[src/hw/rtl/iframe_receiver_destuff_check_assert.svh]
// Assertion macros for the frame receiver.
// Each macro checks an implication under an active-low reset.
`ifndef IFRAME_RECEIVER_DESTUFF_CHECK_ASSERT_SVH
`define IFRAME_RECEIVER_DESTUFF_CHECK_ASSERT_SVH

`ifndef SYNTH

// Same-cycle implication
`define IFDR_ASSERT_IMPL(label, clk, rstn, ante, cons) \
  label: assert property (@(posedge clk) disable iff (!(rstn)) (ante) |-> (cons)) \
    else $error("implication check failed");

// Next-cycle implication
`define IFDR_ASSERT_NEXT(label, clk, rstn, ante, cons) \
  label: assert property (@(posedge clk) disable iff (!(rstn)) (ante) |=> (cons)) \
    else $error("next-cycle check failed");

`else

`define IFDR_ASSERT_IMPL(label, clk, rstn, ante, cons)
`define IFDR_ASSERT_NEXT(label, clk, rstn, ante, cons)

`endif

`endif

[src/hw/rtl/ifdr_pkg.sv]
`default_nettype none

package ifdr_pkg;

  // Field widths
  localparam int unsigned ByteW    = 8;
  localparam int unsigned LenW     = 11;
  localparam int unsigned VerdictW = 2;

  // Line framing bytes
  localparam logic [ByteW-1:0] FlagByte  = 8'h7E;
  localparam logic [ByteW-1:0] EscByte   = 8'h7D;
  localparam logic [ByteW-1:0] EscMask   = 8'h20;
  localparam logic [ByteW-1:0] AddrByte  = 8'h03;
  localparam logic [ByteW-1:0] Ctrl0Byte = 8'h00;
  localparam logic [ByteW-1:0] Ctrl1Byte = 8'h80;

  // Supervision reply control bytes
  localparam logic [ByteW-1:0] ReplyRr0  = 8'hAA;
  localparam logic [ByteW-1:0] ReplyRr1  = 8'hAB;
  localparam logic [ByteW-1:0] ReplyRej0 = 8'h54;
  localparam logic [ByteW-1:0] ReplyRej1 = 8'h55;
  localparam logic [ByteW-1:0] ReplyNone = 8'h00;

  // End-of-frame verdicts
  typedef enum logic [VerdictW-1:0] {
    VerdAccepted  = 2'd0,
    VerdDuplicate = 2'd1,
    VerdBccError  = 2'd2,
    VerdLenError  = 2'd3
  } verdict_e;

endpackage

`default_nettype wire

[src/hw/rtl/ifdr_intf.sv]
`default_nettype none

// Line byte channel
interface ifdr_line_if;
  logic                         valid;
  logic                         ready;
  logic [ifdr_pkg::ByteW-1:0]   line_byte;

  modport source (output valid, output line_byte, input ready);
  modport sink   (input valid, input line_byte, output ready);
endinterface

// Result channel
interface ifdr_result_if;
  logic                          valid;
  logic                          ready;
  logic                          frame_end;
  logic [ifdr_pkg::ByteW-1:0]    payload_byte;
  logic [ifdr_pkg::VerdictW-1:0] verdict;
  logic [ifdr_pkg::ByteW-1:0]    reply_control;
  logic [ifdr_pkg::LenW-1:0]     payload_length;

  modport source (output valid, output frame_end, output payload_byte, output verdict,
                  output reply_control, output payload_length, input ready);
  modport sink   (input valid, input frame_end, input payload_byte, input verdict,
                  input reply_control, input payload_length, output ready);
endinterface

`default_nettype wire

[src/hw/rtl/iframe_receiver_destuff_check.sv]
// Byte-stuffed I-frame receiver. Takes one line byte per word on line_i and
// gives at most one word on result_o per line byte: a destuffed payload byte
// (frame_end 0) or an end-of-frame verdict with the supervision reply byte
// (frame_end 1). The last destuffed byte of a frame is held back as BCC2, so
// payload words lag the line by one data byte. A new line byte is taken every
// cycle while result_o is ready; each byte goes from the input register into
// the output register. The frame state machine plus the output register set
// that rate; a stalled result_o holds the input register and then line_i.
// Payload words of a rejected frame are still emitted and must be dropped
// by the consumer on a verdict of 2 or 3.
`default_nettype none

`include "iframe_receiver_destuff_check_assert.svh"

module iframe_receiver_destuff_check #(
  parameter int unsigned MAX_PAYLOAD = 1024
) (
  input  wire logic       clk_i,
  input  wire logic       rst_ni,
  ifdr_line_if.sink       line_i,
  ifdr_result_if.source   result_o
);

  // Byte counter holds up to MAX_PAYLOAD + 1 and is at least the port width
  localparam int unsigned NeedW = $clog2(MAX_PAYLOAD + 2);
  localparam int unsigned CntW  = (NeedW > ifdr_pkg::LenW) ? NeedW : ifdr_pkg::LenW;
  localparam logic [CntW-1:0] MaxCnt = CntW'(MAX_PAYLOAD);

  typedef enum logic [4:0] {
    PhHunt = 5'b00001,
    PhFlag = 5'b00010,
    PhAddr = 5'b00100,
    PhCtrl = 5'b01000,
    PhData = 5'b10000
  } phase_e;

  // Input register
  logic                       in_valid_q;
  logic [ifdr_pkg::ByteW-1:0] in_byte_q;

  // Frame state
  phase_e                     phase_q, phase_d;
  logic                       ctrl_q, ctrl_d;
  logic                       esc_q, esc_d;
  logic [ifdr_pkg::ByteW-1:0] held_q, held_d;
  logic                       held_valid_q, held_valid_d;
  logic [ifdr_pkg::ByteW-1:0] xor_q, xor_d;
  logic [CntW-1:0]            cnt_q, cnt_d;
  logic                       seq_q, seq_d;

  // Output register
  logic                          out_valid_q;
  logic                          out_end_q, out_end_d;
  logic [ifdr_pkg::ByteW-1:0]    out_byte_q, out_byte_d;
  ifdr_pkg::verdict_e            out_verd_q, out_verd_d;
  logic [ifdr_pkg::ByteW-1:0]    out_reply_q, out_reply_d;
  logic [ifdr_pkg::LenW-1:0]     out_len_q, out_len_d;
  logic                          emit;

  logic                       out_free;
  logic                       step;
  logic [ifdr_pkg::ByteW-1:0] data_byte;
  ifdr_pkg::verdict_e         verd;

  // Handshake: input register moves on when the output register can take a word
  assign out_free     = !out_valid_q || result_o.ready;
  assign step         = in_valid_q && out_free;
  assign line_i.ready = !in_valid_q || out_free;

  always_ff @(posedge clk_i or negedge rst_ni) begin
    if (!rst_ni) begin
      in_valid_q <= 1'b0;
    end else if (line_i.ready) begin
      in_valid_q <= line_i.valid;
    end
  end

  always_ff @(posedge clk_i) begin
    if (line_i.valid && line_i.ready) begin
      in_byte_q <= line_i.line_byte;
    end
  end

  // Destuffed value of the current byte
  assign data_byte = esc_q ? (in_byte_q ^ ifdr_pkg::EscMask) : in_byte_q;

  // Verdict at the closing flag: length error over check error over sequence
  always_comb begin
    if (esc_q || !held_valid_q || (cnt_q > MaxCnt)) begin
      verd = ifdr_pkg::VerdLenError;
    end else if (xor_q != held_q) begin
      verd = ifdr_pkg::VerdBccError;
    end else if (ctrl_q == seq_q) begin
      verd = ifdr_pkg::VerdDuplicate;
    end else begin
      verd = ifdr_pkg::VerdAccepted;
    end
  end

  // Frame state machine and result formation
  always_comb begin
    phase_d      = phase_q;
    ctrl_d       = ctrl_q;
    esc_d        = esc_q;
    held_d       = held_q;
    held_valid_d = held_valid_q;
    xor_d        = xor_q;
    cnt_d        = cnt_q;
    seq_d        = seq_q;
    emit         = 1'b0;
    out_end_d    = 1'b0;
    out_byte_d   = '0;
    out_verd_d   = ifdr_pkg::VerdAccepted;
    out_reply_d  = ifdr_pkg::ReplyNone;
    out_len_d    = '0;

    if (step) begin
      case (phase_q)
        PhHunt: begin
          if (in_byte_q == ifdr_pkg::FlagByte) phase_d = PhFlag;
        end
        PhFlag: begin
          if (in_byte_q == ifdr_pkg::FlagByte) begin
            phase_d = PhFlag;
          end else if (in_byte_q == ifdr_pkg::AddrByte) begin
            phase_d = PhAddr;
          end else begin
            phase_d = PhHunt;
          end
        end
        PhAddr: begin
          if (in_byte_q == ifdr_pkg::FlagByte) begin
            phase_d = PhFlag;
          end else if (in_byte_q == ifdr_pkg::Ctrl0Byte ||
                       in_byte_q == ifdr_pkg::Ctrl1Byte) begin
            ctrl_d  = in_byte_q[ifdr_pkg::ByteW-1];
            phase_d = PhCtrl;
          end else begin
            phase_d = PhHunt;
          end
        end
        PhCtrl: begin
          if (in_byte_q == ifdr_pkg::FlagByte) begin
            phase_d = PhFlag;
          end else if (in_byte_q ==
                       (ifdr_pkg::AddrByte ^ {ctrl_q, {(ifdr_pkg::ByteW-1){1'b0}}})) begin
            // BCC1 good: start a clean data section
            esc_d        = 1'b0;
            held_d       = '0;
            held_valid_d = 1'b0;
            xor_d        = '0;
            cnt_d        = '0;
            phase_d      = PhData;
          end else begin
            phase_d = PhHunt;
          end
        end
        PhData: begin
          if (in_byte_q == ifdr_pkg::FlagByte) begin
            // Closing flag: verdict word
            emit       = 1'b1;
            out_end_d  = 1'b1;
            out_verd_d = verd;
            out_len_d  = cnt_q[ifdr_pkg::LenW-1:0];
            if (verd == ifdr_pkg::VerdAccepted || verd == ifdr_pkg::VerdDuplicate) begin
              out_reply_d = ctrl_q ? ifdr_pkg::ReplyRr0 : ifdr_pkg::ReplyRr1;
              seq_d       = ctrl_q;
            end else begin
              out_reply_d = seq_q ? ifdr_pkg::ReplyRej1 : ifdr_pkg::ReplyRej0;
            end
            esc_d        = 1'b0;
            held_d       = '0;
            held_valid_d = 1'b0;
            xor_d        = '0;
            cnt_d        = '0;
            phase_d      = PhHunt;
          end else if (!esc_q && in_byte_q == ifdr_pkg::EscByte) begin
            esc_d = 1'b1;
          end else begin
            // Data byte: release the held one as payload
            esc_d = 1'b0;
            if (held_valid_q) begin
              xor_d = xor_q ^ held_q;
              if (cnt_q <= MaxCnt) cnt_d = cnt_q + 1'b1;
              emit       = 1'b1;
              out_byte_d = held_q;
              out_len_d  = cnt_d[ifdr_pkg::LenW-1:0];
            end
            held_d       = data_byte;
            held_valid_d = 1'b1;
          end
        end
        default: begin
          phase_d = PhHunt;
        end
      endcase
    end
  end

  // State registers
  always_ff @(posedge clk_i or negedge rst_ni) begin
    if (!rst_ni) begin
      phase_q      <= PhHunt;
      ctrl_q       <= 1'b0;
      esc_q        <= 1'b0;
      held_q       <= '0;
      held_valid_q <= 1'b0;
      xor_q        <= '0;
      cnt_q        <= '0;
      seq_q        <= 1'b1;
    end else begin
      phase_q      <= phase_d;
      ctrl_q       <= ctrl_d;
      esc_q        <= esc_d;
      held_q       <= held_d;
      held_valid_q <= held_valid_d;
      xor_q        <= xor_d;
      cnt_q        <= cnt_d;
      seq_q        <= seq_d;
    end
  end

  // Output register
  always_ff @(posedge clk_i or negedge rst_ni) begin
    if (!rst_ni) begin
      out_valid_q <= 1'b0;
    end else if (out_free) begin
      out_valid_q <= emit;
    end
  end

  always_ff @(posedge clk_i) begin
    if (emit) begin
      out_end_q   <= out_end_d;
      out_byte_q  <= out_byte_d;
      out_verd_q  <= out_verd_d;
      out_reply_q <= out_reply_d;
      out_len_q   <= out_len_d;
    end
  end

  assign result_o.valid          = out_valid_q;
  assign result_o.frame_end      = out_end_q;
  assign result_o.payload_byte   = out_byte_q;
  assign result_o.verdict        = out_verd_q;
  assign result_o.reply_control  = out_reply_q;
  assign result_o.payload_length = out_len_q;

  // Checks
  `IFDR_ASSERT_IMPL(a_esc_in_data, clk_i, rst_ni, esc_q, phase_q == PhData)
  `IFDR_ASSERT_IMPL(a_empty_cnt_zero, clk_i, rst_ni, !held_valid_q, cnt_q == '0)
  `IFDR_ASSERT_NEXT(a_flag_ends_frame, clk_i, rst_ni,
                    step && phase_q == PhData && in_byte_q == ifdr_pkg::FlagByte,
                    phase_q == PhHunt && out_valid_q && out_end_q)
  `IFDR_ASSERT_IMPL(a_payload_word_clean, clk_i, rst_ni, out_valid_q && !out_end_q,
                    out_verd_q == ifdr_pkg::VerdAccepted &&
                    out_reply_q == ifdr_pkg::ReplyNone)

endmodule

`default_nettype wire

[src/flat_wrapper.sv]
// flat-port wrapper written by rule: the top's interface ports become plain ports
module iframe_receiver_destuff_check_flat 
#(
  parameter int unsigned MAX_PAYLOAD = 1024
)
  (clk_i, rst_ni, line_i_valid, line_i_line_byte, line_i_ready, result_o_valid, result_o_frame_end, result_o_payload_byte, result_o_verdict, result_o_reply_control, result_o_payload_length, result_o_ready);
  ifdr_line_if line_i_i ();
  ifdr_result_if result_o_i ();
  input  wire logic clk_i;
  input  wire logic rst_ni;
  input wire logic [$bits(line_i_i.valid)-1:0] line_i_valid;
  input wire logic [$bits(line_i_i.line_byte)-1:0] line_i_line_byte;
  output wire logic [$bits(line_i_i.ready)-1:0] line_i_ready;
  output wire logic [$bits(result_o_i.valid)-1:0] result_o_valid;
  output wire logic [$bits(result_o_i.frame_end)-1:0] result_o_frame_end;
  output wire logic [$bits(result_o_i.payload_byte)-1:0] result_o_payload_byte;
  output wire logic [$bits(result_o_i.verdict)-1:0] result_o_verdict;
  output wire logic [$bits(result_o_i.reply_control)-1:0] result_o_reply_control;
  output wire logic [$bits(result_o_i.payload_length)-1:0] result_o_payload_length;
  input wire logic [$bits(result_o_i.ready)-1:0] result_o_ready;
  assign line_i_i.valid = line_i_valid;
  assign line_i_i.line_byte = line_i_line_byte;
  assign line_i_ready = line_i_i.ready;
  assign result_o_valid = result_o_i.valid;
  assign result_o_frame_end = result_o_i.frame_end;
  assign result_o_payload_byte = result_o_i.payload_byte;
  assign result_o_verdict = result_o_i.verdict;
  assign result_o_reply_control = result_o_i.reply_control;
  assign result_o_payload_length = result_o_i.payload_length;
  assign result_o_i.ready = result_o_ready;
  iframe_receiver_destuff_check #(.MAX_PAYLOAD(MAX_PAYLOAD)) u_core (.clk_i(clk_i), .rst_ni(rst_ni), .line_i(line_i_i), .result_o(result_o_i));
endmodule
[config.mk]
export PLATFORM = sky130hd
export DESIGN_NAME = iframe_receiver_destuff_check_flat
export DESIGN_NICKNAME = d
export VERILOG_FILES = /design/src/hw/rtl/ifdr_pkg.sv /design/src/hw/rtl/ifdr_intf.sv /design/src/hw/rtl/iframe_receiver_destuff_check.sv /design/src/flat_wrapper.sv
export VERILOG_INCLUDE_DIRS = /design/src /design/src/hw/rtl
export SDC_FILE = /design/constraint.sdc
export NUM_CORES = 1
export LEC_CHECK = 0
export ABC_CLOCK_PERIOD_IN_PS = 3000
export BUFFER_PORTS_ARGS = -buffer_cell sky130_fd_sc_hd__buf_4
export CAP_MARGIN = 25
export CORE_AREA = 2 2 91 93
export CTS_BUF_LIST = sky130_fd_sc_hd__clkbuf_8
export DETAILED_ROUTE_END_ITERATION = 8
export DIE_AREA = 0 0 93 95
export PLACE_DENSITY_LB_ADDON = 0.05
export SYNTH_ARGS = -nofsm -noshare
export SYNTH_HDL_FRONTEND = slang
export SYNTH_SLANG_ARGS = --single-unit
[constraint.sdc]
create_clock -name clk_i -period 3 [get_ports clk_i]
set_input_delay 0.9 -clock clk_i [delete_from_list [all_inputs] [get_ports clk_i]]
set_output_delay 0.9 -clock clk_i [all_outputs]
set_load 0.05 [all_outputs]
# After elaboration in Yosys (flattened, before gate mapping)
# Index checks and enable logic that the tools add are counted.
word_totals:
  reg_bits: 76
  latchBits: 0
  ramBits: 0
  rom_bits: 0
  output_inout_bits: 32
  memories: 0
op_classes:
  addsub: 1
  multipliers: 0
  div_mod_pow: 0
  magnitude_cmp: 2
  eq_ne: 19
  n_shift: 0
  n_mux: 49
  bitwise: 6
  reduce_logical: 25
ops:
  columns: ["operator", "n"]
  rows:
  - ["$mux W11", 9]
  - ["$mux W8", 8]
  - ["$pmux W8 S2", 2]
  - ["$mux W5", 6]
  - ["$pmux W5 S5", 1]
  - ["$pmux W11 S2", 1]
  - ["$eq A8 B7 Y1 const B", 2]
  - ["$mux W1", 15]
  - ["$reduce_and A4 Y1", 3]
  - ["$add A11 B1 Y11 const B", 1]
  - ["$gt A11 B11 Y1 const B", 1]
  - ["$le A11 B11 Y1 const B", 1]
  - ["$eq A8 B2 Y1 const B", 1]
  - ["$eq A8 B8 Y1", 1]
  - ["$eq A8 B8 Y1 const B", 1]
  - ["$logic_not A8 Y1", 1]
  - ["$ne A8 B8 Y1", 1]
  - ["$xor A8 B8 Y8", 1]
  - ["$logic_or A1 B1 Y1", 6]
  - ["$mux W6", 1]
  - ["$ne A2 B1 Y1 const B", 3]
  - ["$reduce_and A3 Y1", 2]
  - ["$reduce_and A6 Y1", 1]
  - ["$eq A5 B1 Y1 const B", 1]
  - ["21 further kinds", 32]

# Longest topological paths before layout
# Gate-level depths: netlist of run 1.
depth:
  word_depth: 7
  depth_mapped: 8
  mapped_depth_nobuf: 7

# Least setup slack after synthesis of run 1
# No wires, ideal clock.
synth_path:
  kind: "register -> register"
  startpoint: "reg u_core.cnt_q[0]"
  endpoint: "reg u_core.out_len_q, in the netlist u_core.result_o.payload_length[8], data pin"
  setup_time_ps: 259
  t_arrival_ps: 2183
  setup_slack_ps: 558
  stages_incl_launch_ff: 8
  synth_period_minus_slack_ps: 2442
  cell_sequence: "dfrtp_1 inv_1 ha_1 or4b_4 o41ai_2 nand3_1 and3_1 a211o_1"
synth_between:
  elab_chain_len: 5
  elab_cells_between_ends: 6
synth_lines:
  columns: ["element", "line", "text"]
  rows:
  - ["start: declaration", "iframe_receiver_destuff_check.sv:48", "logic [CntW-1:0] cnt_q, cnt_d;"]
  - ["start signal: assignment", "iframe_receiver_destuff_check.sv:218", "cnt_q <= cnt_d;"]
  - ["$add A11 B1 Y11 or $le A11 B11 Y1 (tied branches)", "iframe_receiver_destuff_check.sv:184", "if (cnt_q <= MaxCnt) cnt_d = cnt_q + 1'b1;"]
  - ["$mux W11 (*)", "iframe_receiver_destuff_check.sv:184", null]
  - ["$mux W11 (*)", "iframe_receiver_destuff_check.sv:182", "if (held_valid_q) begin"]
  - ["$mux W11 (*)", "iframe_receiver_destuff_check.sv:177", "end else if (!esc_q && in_byte_q == ifdr_pkg::EscByte) begin"]
  - ["$mux W11 (*)", "iframe_receiver_destuff_check.sv:159", "if (in_byte_q == ifdr_pkg::FlagByte) begin"]
  - ["end signal: assignment", "iframe_receiver_destuff_check.sv:238", "out_len_q <= out_len_d;"]
  - ["end: declaration", "iframe_receiver_destuff_check.sv:57", "logic [ifdr_pkg::LenW-1:0] out_len_q, out_len_d;"]
# Mark *: on every way between the ends. The rest lies on a longest branch, timed or not.
# A chain may end at the register's enable or synchronous reset.

# Final worst setup path of run 1
layout_path:
  startpoint: "reg u_core.cnt_q[0]"
  endpoint: "reg u_core.out_reply_q, in the netlist u_core.result_o.reply_control[0], data pin"
layout_between:
  elab_chain_len: 6
  elab_cells_between_ends: 7
layout_lines:
  columns: ["element", "line", "text"]
  rows:
  - ["$gt A11 B11 Y1 (*)", "iframe_receiver_destuff_check.sv:89", "if (esc_q || !held_valid_q || (cnt_q > MaxCnt)) begin"]
  - ["$logic_or A1 B1 Y1 (*)", "iframe_receiver_destuff_check.sv:89", null]
  - ["$mux W2 (*)", "iframe_receiver_destuff_check.sv:89", null]
  - ["$eq A2 B1 Y1 or $logic_not A2 Y1 (tied branches)", "iframe_receiver_destuff_check.sv:165", "if (verd == ifdr_pkg::VerdAccepted || verd == ifdr_pkg::VerdDuplicate) begin"]
  - ["$logic_or A1 B1 Y1 (*)", "iframe_receiver_destuff_check.sv:165", null]
  - ["$mux W8 (*)", "iframe_receiver_destuff_check.sv:165", null]
  - ["end signal: assignment", "iframe_receiver_destuff_check.sv:237", "out_reply_q <= out_reply_d;"]
  - ["end: declaration", "iframe_receiver_destuff_check.sv:56", "logic [ifdr_pkg::ByteW-1:0] out_reply_q, out_reply_d;"]
# Marks and branches as above.

==> results of run 1 <==
[path summary, 6_finish.rpt]
kind                              startpoint                          endpoint  cells after the start  slack, ns
setup / recovery             u_core.cnt_q[0]  u_core.result_o.reply_control[0]                      7       0.42
hold / removal                        rst_ni                 u_core.phase_q[3]                      1       0.51
setup reg to reg             u_core.cnt_q[0]  u_core.result_o.reply_control[0]                      7       0.42
hold reg to reg            u_core.phase_q[0]                 u_core.phase_q[0]                      2       0.55
max in group asynchronous             rst_ni                      u_core.seq_q                      1       2.11
min in group clk_i         u_core.phase_q[0]                 u_core.phase_q[0]                      2       0.55
[power by group through the flow]
stage	sequential [mW]	combinational, mW	clock (mW)
2_1_floorplan	1.05	0.0869	0
3_3_place_gp	1.07	0.101	0
3_5_place_dp	1.07	0.100	0
4_1_cts	1.05	0.101	0.952
5_1_grt	1.05	0.114	0.996
6_report	1.05	0.100	0.929
[placed cells by master, fill, tap and decap left out, types with 11 or more instances in the layout]
cell                        n
sky130_fd_sc_hd__buf_4     51
sky130_fd_sc_hd__dfrtp_1   36
sky130_fd_sc_hd__edfxtp_1  32
sky130_fd_sc_hd__nand2_1   26
sky130_fd_sc_hd__nor2_1    21
sky130_fd_sc_hd__inv_1     20
sky130_fd_sc_hd__o21ai_0   14
sky130_fd_sc_hd__xnor2_1   11
[state kept, by name (all words and copies together), names as in the netlist]
name / count
u_core.result_o.reply_control: 3
u_core.result_o.payload_length: 11
u_core.result_o.payload_byte: 8
u_core.xor_q: 8
u_core.in_valid_q: 1
u_core.result_o.verdict: 1
u_core.seq_q: 1
u_core.phase_q: 5
u_core.held_q: 8
u_core.result_o.valid: 1
u_core.cnt_q: 11
u_core.ctrl_q: 1
u_core.result_o.frame_end: 1
u_core.held_valid_q: 1
u_core.in_byte_q: 8
u_core.esc_q: 1
[layer usage]
metal  vias up  part of all wire  global-route usage
met5         -                 0                   0
met4         0             0.016             0.07598
met3         9             0.034             0.02873
met2        52              0.49              0.2820
met1      1209              0.46              0.2298
li1       1235                 -                   -
[logic make-up (layout without fill, tap and decap cells)]
logic type               Yosys count  count (layout)  share of synthesized area
adder cells (fa/ha/maj)            2               2                   0.007209
multiplexers                      13              13                    0.04001
flip-flops                        70              70                     0.5515
buffers and inverters             40              87                    0.05191
AND/OR/NAND/NOR                  109             109                     0.1734
XOR/XNOR                          14              14                    0.03533
AO/OA/AOI/OAI                     68              68                     0.1406
[layout make-up]
cell class / instances / area (um^2)
fillers: 708 / 3799
well taps: 105 / 131.4
repair buffers: 51 / 382.9
clock inverters: 6 / 111.4
clock buffers: 10 / 137.6
inverters: 20 / 75.07
flip-flops and latches: 70 / 1914
multi-input cells: 206 / 1376
[per-stage QoR]
step	worst slack, ns	instances
final	0.4212	468
after global routing	0.2567	468
after global placement	0.2424	452
after detailed placement	0.2027	452
after CTS	0.4086	468
after floorplan	0.5579	316
==> flow_results.org, run 1 <==
** Layout
- Compared with the post-synthesis result, the final layout area differs by 18.96%.
- Number of nets in the layout :: approximately 370
- Layout cells sized above 1 :: 0.2287
- # diodes :: 0
- The finished cells cover 4129 um^2.
- Final core area utilization :: 0.5208

** Timing
- Final hold analysis gives a worst-case slack of just over 0.5 ns.
- Layout Skew :: 0.01490 ns
- Based on the critical path, the design can be clocked at up to 387.8 MHz.
- Worst max-slew margin expressed relative to the limit :: 0.6633
- Setup repair after global routing left no endpoint under its margin.
- Setup violations remaining at the end of the flow were counted as 0.
- Dividing the final minimum period by the clock period gives 0.8596.
- After layout, the minimum clock period comes to 2.579 ns.
- The final-report max-slew violation count was 0.
- Final Hold Fails :: 0
- Worst-margin pin slew :: 0.5050 ns
- Setup total negative slack on the finished layout was measured at 0 ns.

** Global route
- Entering global routing, the biggest net connects 39 pins.
- The number of antenna violations at the first check in global routing came to 0.
- The total overflow left after global routing is 0.
- All-layer global routing usage :: 0.1733
- Via count of the first global-routing pass :: 2407
- First-pass GRT wire length :: 11700 um

** Synthesis
- When the netlist entered floorplanning its net count stood at between 300 and 400.
- Of all cell types, the one taking the most synthesized area is sky130_fd_sc_hd__edfxtp_1.
- Synthesis instantiated 53 different standard cells from the library.
- Register bit total from synthesis :: 70
- Post-synthesis instance area :: 3471 um^2
- Among all flip-flop cells after synthesis, the most frequent one is sky130_fd_sc_hd__dfrtp_1.
- Each instance of the synthesized netlist takes up on average about 11 um^2.
- Dominant cell by count in the synthesized netlist :: sky130_fd_sc_hd__dfrtp_1
- The cell count after synthesis came out at 316.
- Post-synthesis sequential area ratio :: 0.5516
- Async set or reset register ratio after synthesis :: 0.5429
- Yosys mapped a number of flops with a built-in enable equal to 32.
- Largest cells by area after synthesis :: sky130_fd_sc_hd__edfxtp_1 28%, sky130_fd_sc_hd__dfrtp_1 26%, sky130_fd_sc_hd__nand2_1 2.8%
- Top post-synthesis cells by count :: 36 x sky130_fd_sc_hd__dfrtp_1, 32 x sky130_fd_sc_hd__edfxtp_1, 26 x sky130_fd_sc_hd__nand2_1, 21 x sky130_fd_sc_hd__nor2_1, 19 x sky130_fd_sc_hd__inv_1
- Total number of yosys warnings :: 0
- Top cell type's share of synthesized area :: 0.2769

** Drt
- Via count normalized by instance count :: 5.353
- Number of remaining DRC errors :: 0
- Total wirelength of the detailed-routed design :: 6938 um
- Violation count after the first detailed-route iteration :: 102
- Router iterations before antenna repair :: 4
- The detail route stage leaves a number of antenna-violating nets equal to 0.
- Wire length per cell after detailed routing :: 14.82 um
- Vias after detailed routing :: ~2500

** Critical path
- STA puts the critical path data required time at 3.09 ns.
- The cell family contributing the most delay on the critical path is simple AND/OR/NAND/NOR gates.
- On the critical path, the stage with the largest delay is an instance of sky130_fd_sc_hd__o41a_1.
- Cells along the critical path :: inv_1 -> ha_1 -> or4b_4 -> o41a_1 -> nor4_4 -> mux2i_1 -> nor2_1
- Path type of the worst setup path :: flip-flop to flip-flop
- Worst setup EP type :: flip-flop
- On the worst path, the slowest cell contributes a delay of 0.49 ns.
- STA classifies the critical path startpoint as a flip-flop.
- Data arrives at the worst endpoint at roughly 2.7 ns.
- Together, buffers and inverters on the worst path number 1.
- Max FO, Critical Path :: 6

** Clock network
- Clock tree from TritonCTS :: yes
- CTS buffer count :: 9
- Hold buffers post-CTS :: 0
- H-tree depth reported by CTS :: 3
- Clk sinks :: 70
- Buffers from clock root to sink, at most :: 2
- The cell sitting at the root of the clock tree is a sky130_fd_sc_hd__clkbuf_8.
- Gates resized during post-CTS repair numbered 0.
- Clock-pin slew was measured on the worst setup and hold paths at 0.07 ns.
- Source-to-sink clock delay at the later pin of the worst-skew pair :: 0.35 ns
- After clock tree synthesis, the setup repair step added 0 buffers.

** Floorplanning
- Count of boundary I/O pins :: 44
- Core Rows :: 33
- The die covers 8835 um^2.
- The initial utilization of the core area, before any placement, comes to 0.4378.
- The die is 95 um tall.
- The die is 93 um wide.
- Std-Cell Core Area :: 7928 um^2

** Power
- Sw Share :: 0.2090
- Total power for the finished layout comes to around 2.1 mW.
- The share of total power dissipated in the clock network is 0.447.
- Static leakage :: approximately 1.8 nW
- Cell internal pwr :: around 1.6 mW
- Of the total power, registers draw 0.505.
- Of the total power, combinational logic draws 0.048.
- IR analysis of the VDD net gives a maximum drop of 273.6 uV.
- In this run the power spent charging and discharging nets is 0.4346 mW.
- Power spread over the standard cell area amounts to around 500 nW/um^2.

** Placement
- In this run the tool buffered the top-level ports with 43 buffer cells.
- HPWL reported at the end of detailed placement :: 4970 um
- Post-placement cell area :: 3880 um^2
- Weighted congestion reported at the end of routability-driven placement :: ~0.80

** Job
- Max-cap violations :: 0

** Worst hold path
- Worst min-delay path class :: input port to asynchronous set/reset pin

** Run status
- Run status :: finished, final reports clean
Power figures use the tool's default switching activity.
==> run 2, diff against run 1 <==
- ABC_CLOCK_PERIOD_IN_PS: 3000 -> 3200
- MAX_ROUTING_LAYER: default -> met4
- clock period: 3 -> 3.2 ns (I/O delays scaled with it)
==> run 2 against run 1 <==
  * Count of clock-buffer cells in the layout unchanged
  * Worst setup slack better by 0.17 ns
  * Design area fell by 1.5%
  * Critical path type unchanged
  * Largest cell class unchanged
  * Largest power group unchanged
==> flow_results.org, run 2 (synthesis results as in run 1) <==
** Placement
- Input/output buffers :: 43
- The wire-length estimate of the detail-placed layout is 5016 um.
- Weighted congestion reported at the end of routability-driven placement :: 0.8292

** Drt
- Total wirelength of the detailed-routed design :: 6991 um
- Violation count after the first detailed-route iteration :: 120
- Via count normalized by instance count :: 5.296
- In the routed design, unresolved DRC markers number 0.
- Wire length per cell after detailed routing :: 15.00 um
- Detail Route Antenna Nets :: 0
- Router iterations before antenna repair :: 4
- Vias after detailed routing :: 2468

** Layout
- At the end of the flow, the number of nets in the layout was 370.
- Area of the multi-input gates :: 1376 um^2
- Registers take between 1500 and 2000 um^2.
- Commonest cells after routing, fill and taps aside :: 49 x sky130_fd_sc_hd__buf_4, 36 x sky130_fd_sc_hd__dfrtp_1, 32 x sky130_fd_sc_hd__edfxtp_1
- Synth-to-layout area growth :: 17.12%
- Commonest non-fill, non-tap cell in the layout :: sky130_fd_sc_hd__buf_4
- # diodes :: 0
- Layout cells sized above 1 :: 0.2244
- The filler cells instantiated in the layout total approximately 740.

** Floorplanning
- In this run the horizontal extent of the chip is approximately 93 um.
- The die covers 8835 um^2.
- The region available for standard cell placement spans 7928 um^2.
- Count of boundary I/O pins :: 44
- The initial utilization of the core area, before any placement, comes to 0.4378.
- Core Rows :: 33
- The die is 95 um tall.

** Clock network
- After clock tree synthesis, the clock-pin slew on the worst setup and hold paths is 0.08 ns.
- CTS root buf :: sky130_fd_sc_hd__clkbuf_8
- Buffers inserted to repair hold after CTS numbered 0.
- The clock drives 70 sinks.
- The clock passes through at most 2 buffers.
- Clock tree synthesis inserted a total of 9 buffers.
- Source-to-sink clock delay at the later pin of the worst-skew pair :: about 0.34 ns
- Postcts setup bufs :: 0
- H-tree depth reported by CTS :: 3
- Once the clock tree was built, the resizer swapped 0 gates to a different size.
- TritonCTS built the clock tree.

** Timing
- Dividing the final minimum period by the clock period gives 0.8149.
- Across the routed clock network, the largest skew measured is 0.01159 ns.
- Setup repair after global routing missed its margin :: false
- Fmax :: 383.5 MHz
- Final critical-path required period :: roughly 2.6 ns
- Hold is met by 0.5570 ns.
- # setup viols final :: 0
- For the pin with the worst max-slew slack, the measured transition is 0.5204 ns.
- Final Hold Fails :: 0
- Final TNS setup :: 0 ns
- Worst max-slew margin expressed relative to the limit :: 0.6507
- The final-report max-slew violation count came to 0.

** Worst hold path
- Worst hold stages :: 1
- In this run the worst hold path is classified as flip-flop to flip-flop.
- Hold Startpoint :: u_core.xor_q[5]
- For hold timing, the worst endpoint is u_core.xor_q[5].

** Job
- The tool flagged a number of max-cap violations equal to 0.

** Critical path
- Reg2Reg Depth :: 7
- At the worst endpoint, the required time is 3.28 ns.
- On the critical path the largest part of the delay comes from simple AND/OR/NAND/NOR gates.
- The worst register-to-register path has a setup slack of around 0.6 ns.
- Startpoint of the lowest-slack register-to-register path :: u_core.cnt_q[0]
- Maximum single-stage delay on the critical path :: 0.50 ns
- Max FO, Critical Path :: 6
- Cells along the critical path :: inv_1 -> ha_1 -> or4b_4 -> o41a_1 -> nor4_4 -> mux2i_1 -> nor2_1
- Cell type of the slowest stage on the worst timing path :: sky130_fd_sc_hd__o41a_1
- In this run the critical register-to-register path is captured at u_core.result_o.reply_control[0].
- Worst EP arrival :: 2.69 ns
- The setup path with the least slack is of type flip-flop to flip-flop.
- Together, buffers and inverters on the worst path number 1.
- Worst setup EP type :: flip-flop
- Nature of the critical path startpoint :: flip-flop

** Global route
- met2 is the most crowded layer.
- The first global-routing pass estimated ~12000 um of wire.
- Largest net degree at the start of global routing :: 39
- Via count of the first global-routing pass :: 2354
- Met1 Resource Use GR :: 0.2351
- Global Route met3 Usage :: 0.03591
- All-layer global routing usage :: 0.1786
- Initial antenna violation count :: 0
- For this run, global-route usage on met2 was measured as 0.2778.
- Overflow left after global routing :: 0

** Run status
- The flow ran to the end, and the final reports show no timing, DRC or antenna violations.

** Power
- Dividing total power by cell area gives a power density of 442.5 nW/um^2.
- VDD sags by at most around 250 uV.
- Static leakage :: 1.747 nW
## run 2: area by class of cell
| class | instances | share of cell area |
|---|---|---|
| repair buffers | 49 | 0.09049 |
| multi-input cells | 206 | 0.3386 |
| clock buffers | 10 | 0.03386 |
| inverters | 20 | 0.01847 |
| flip-flops and latches | 70 | 0.4709 |
| well taps | 105 | 0.03232 |
| clock inverters | 6 | 0.01539 |
## run 2: metrics by stage
stage               setup slack [ns]  cell area (um^2)    util  std cells  power (mW)
CTS                           0.5908              4065  0.5128        466       1.820
floorplan                     0.7096              3471       -        316       1.064
global placement              0.3839              3865  0.4875        450       1.097
finish                        0.5923              4065  0.5128        466       1.799
detailed placement            0.3310              3865  0.4875        450       1.100
global route                  0.4298              4065  0.5128        466       1.882
## run 2: where the power goes
part           total, mW  switching [mW]  leakage, nW  internal (mW)
clock              0.719           0.339        0.100          0.380
sequential         0.985          0.0281        0.713          0.957
combinational     0.0942          0.0483        0.934         0.0459
total               1.80           0.416         1.75           1.38
## run 2: how the worst max path moves through the flow
stage                                                  end  slack [ns]  cells past startpoint            start
final                     u_core.result_o.reply_control[0]        0.59                      7  u_core.cnt_q[0]
after global routing      u_core.result_o.reply_control[0]        0.43                      7  u_core.cnt_q[0]
after CTS                 u_core.result_o.reply_control[0]        0.59                      7  u_core.cnt_q[0]
after detailed placement                      u_core.seq_q        0.33                      7   result_o_ready
after global placement                        u_core.seq_q        0.38                      7   result_o_ready
after floorplan                               u_core.seq_q        0.71                      7   result_o_ready
## run 2: routing by layer
metal / routed length, um / vias to the layer above
met2: 3286 / 52
met5: 0 / -
met4: 87 / 0
met1: 3363 / 1180
li1: - / 1229
met3: 253 / 7
==> run 3, diff against run 2 <==
- ABC_CLOCK_PERIOD_IN_PS: 3200 -> 2100
- clock period: 3.2 -> 2.1 ns (I/O delays scaled with it)
==> run 3 against run 2 <==
  * Critical path depth stayed put
  * Design area is 15% higher
  * Combinational power grew 120%
  * Highest routed layer unchanged
  * Via count rose by 12%
  * The flow now finishes with violations (setup timing)
  * Clock skew about the same
  * Global-route usage up 1.2 points
  * Register-to-register slack worse by 0.75 ns
  * Flip-flop and latch count is the same
  * Utilization increased by 7.5 points
==> flow_results.org, run 3 (synthesis results as in run 1) <==
** Drt
- Router iterations before antenna repair :: 4
- The detailed router finished its first iteration with 100 violations.
- Using the TritonRoute via totals, the vias-per-cell ratio works out to between 5 and 6.
- Once detail routing completed, the nets flagged for antenna violations numbered 0.
- After detailed routing, the number of remaining DRC violations is 0.
- Wire length per cell after detailed routing :: 14.62 um
- The routed layout has 2756 vias.
- After detailed routing, the total wire length is 7661 um.

** Critical path
- The worst setup path is launched from a flip-flop.
- Among cell families on the critical path, the largest total delay comes from simple AND/OR/NAND/NOR gates.
- The largest individual stage delay along the critical path comes from the cell sky130_fd_sc_hd__or4b_4.
- Maximum single-stage delay on the critical path :: around 0.5 ns
- Count of buffering cells on the critical path with inverters included :: 1
- Startpoint of the lowest-slack register-to-register path :: u_core.cnt_q[0]
- CP Data Required Time :: about 2.2 ns
- The signal on the critical path passes through inv_2 -> ha_1 -> or4b_4 -> o41a_1 -> nor4_4 -> mux2i_1 -> nor2_1.
- Worst setup EP type :: flip-flop
- Worst EP arrival :: about 2.4 ns
- Max FO, Critical Path :: 3
- In this run the worst setup path begins at u_core.cnt_q[0].
- The worst setup path is of the flip-flop to flip-flop kind.

** Power
- Peak supply drop :: around 330 uV
- Sw Share :: 0.2238
- Of the total power, combinational logic draws 0.073.
- The share of total power dissipated in the clock network is 0.412.
- P per Cell Area :: 614.6 nW/um^2
- The share of total power dissipated in sequential elements is 0.515.
- In this run the power spent charging and discharging nets is roughly 0.64 mW.
- Cell internal pwr :: 2.223 mW
- Static leakage :: 2.059 nW

** Placement
- Weighted congestion reported at the end of routability-driven placement :: 0.8832
- Input/output buffers :: between 40 and 50
- After detailed placement, the total cell area comes to 4280 um^2.
- The wire-length estimate of the detail-placed layout is 5547 um.
- Worst slack at placement :: -0.1236 ns

** Worst hold path
- The tightest min-delay check is of the input port to asynchronous set/reset pin type.

** Floorplanning
- The die is 93 um wide.
- Core Rows :: 33
- Area of the die :: 8835 um^2
- From bottom edge to top edge, the die measures 95 um.
- For this design the top-level I/O count stands at 44.
- Initial Utilization :: 0.4378
- Std-Cell Core Area :: 7928 um^2

** Layout
- From synthesis to final layout, the design area changed by 34.25%.
- The number of antenna diodes in the final layout is 0.
- Number of nets in the layout :: 428
- The top cell types in the final layout, fill and taps aside, are 100 x sky130_fd_sc_hd__buf_4, 36 x sky130_fd_sc_hd__dfrtp_1, 32 x sky130_fd_sc_hd__edfxtp_1.
- Layout cells sized above 1 :: 0.3747
- Once layout is done, the placed cells without fillers occupy ~4700 um^2.
- Leaving out fill and tap cells, the most frequent cell in the layout is sky130_fd_sc_hd__buf_4.

** Timing
- Worst-margin pin slew :: 0.5271 ns
- Final critical-path required period :: 2.258 ns
- Fmax :: 442.9 MHz
- Adding up every negative setup slack in the final design gives -1.058 ns.
- In this run the tightest slew margin relative to its limit is 0.6486.
- In the finished design, the share of the clock period the worst path needs comes to 1.075.
- Setup violations remaining at the end of the flow were counted as 13.
- Max-slew violation count :: 0
- The number of hold violations in the final report was 0.
- Setup repair after global routing missed its margin :: true
- Worst setup margin :: -0.1577 ns
- Layout Skew :: between 0.01 and 0.015 ns

** Run status
- Run status :: finished with violations
- The checks that failed: setup timing.

** Clock network
- The tree built by TritonCTS fans out to 70 sinks.
- For the worst-skew pair, the clock arrives at the later sink with an insertion delay of 0.35 ns.
- CTS buffer count :: 9
- Buffers from clock root to sink, at most :: 2
- Clock tree synthesis selected as its root buffer the cell sky130_fd_sc_hd__clkbuf_8.
- Clock tree from TritonCTS :: yes
- In this run, post-CTS hold repair placed 0 buffers.
- After clock tree synthesis, the clock-pin slew on the worst setup and hold paths is 0.08 ns.
- CTS built an H-tree with a depth of 3.

** Global route
- Entering global routing, the biggest net connects 39 pins.
- The first global-routing pass estimated around 13000 um of wire.
- For this run the aggregate overflow at the end of global routing stands at 0.
- The via count of the first global-routing pass is 2678.
- The number of antenna violations at the first check in global routing was 0.
- All-layer global routing usage :: 0.1903

** Job
- Max-cap violations :: 0
-- run 3: changes by cell type in the layout (fill, tap and decap cells not counted), moves of 3 or more --
cell	previous run	this run
sky130_fd_sc_hd__buf_4	49	100
sky130_fd_sc_hd__buf_6	0	4
sky130_fd_sc_hd__nor3_1	10	6
sky130_fd_sc_hd__inv_1	20	17
-- run 3: path summary, 6_finish.rpt --
kind	cells past startpoint	slack [ns]	end
min	1	0.25	u_core.phase_q[2]
max	7	-0.16	u_core.result_o.reply_control[0]
min in group clk_i	1	0.46	u_core.in_byte_q[7]
max reg2reg	7	-0.16	u_core.result_o.reply_control[0]
min reg2reg	1	0.55	u_core.xor_q[7]
max in group asynchronous	1	1.48	u_core.seq_q
-- run 3: metal layers --
layer | share of wire | GRT usage | vias to the layer above
li1 | - | - | 1351
met1 | 0.45 | 0.2367 | 1318
met2 | 0.49 | 0.3116 | 73
met3 | 0.039 | 0.03033 | 14
met4 | 0.022 | 0.07966 | 0
met5 | 0 | - | -
-- run 3: final cells by class --
type / instances / area [um^2]
tap: 105 / 131.4
timing repair buffer: 107 / 847.1
clock inverter: 7 / 91.34
sequential: 70 / 1914
clock buffer: 9 / 123.9
fill: 705 / 3268
multi-input combinational: 206 / 1473
inverter: 20 / 78.83
-- run 3: metrics by stage --
step	cells	hold slack [ns]	util	power, mW
floorplan	316	0.3344	-	1.621
global placement	500	0.5286	0.5399	1.708
detailed placement	500	0.5365	0.5399	1.709
CTS	517	0.2802	0.5693	2.887
global route	524	0.3016	0.5878	2.979
finish	524	0.2484	0.5878	2.863
-- run 3: power by group through the flow --
| stage | combinational, mW | clock (mW) | sequential, mW |
|---|---|---|---|
| global placement | 0.204 | 0 | 1.50 |
| detailed placement | 0.204 | 0 | 1.50 |
| CTS | 0.205 | 1.21 | 1.48 |
| floorplan | 0.124 | 0 | 1.50 |
| finish | 0.208 | 1.18 | 1.48 |
| global route | 0.233 | 1.27 | 1.48 |
-- run 3: what timing repair did --
action | 4_1_cts | 5_1_grt
resized for setup | 4 | 21
endpoints found under the setup margin | 15 | 35
cloned | 0 | 1
buffers inserted | 1 | 6
pin swaps | 2 | 12
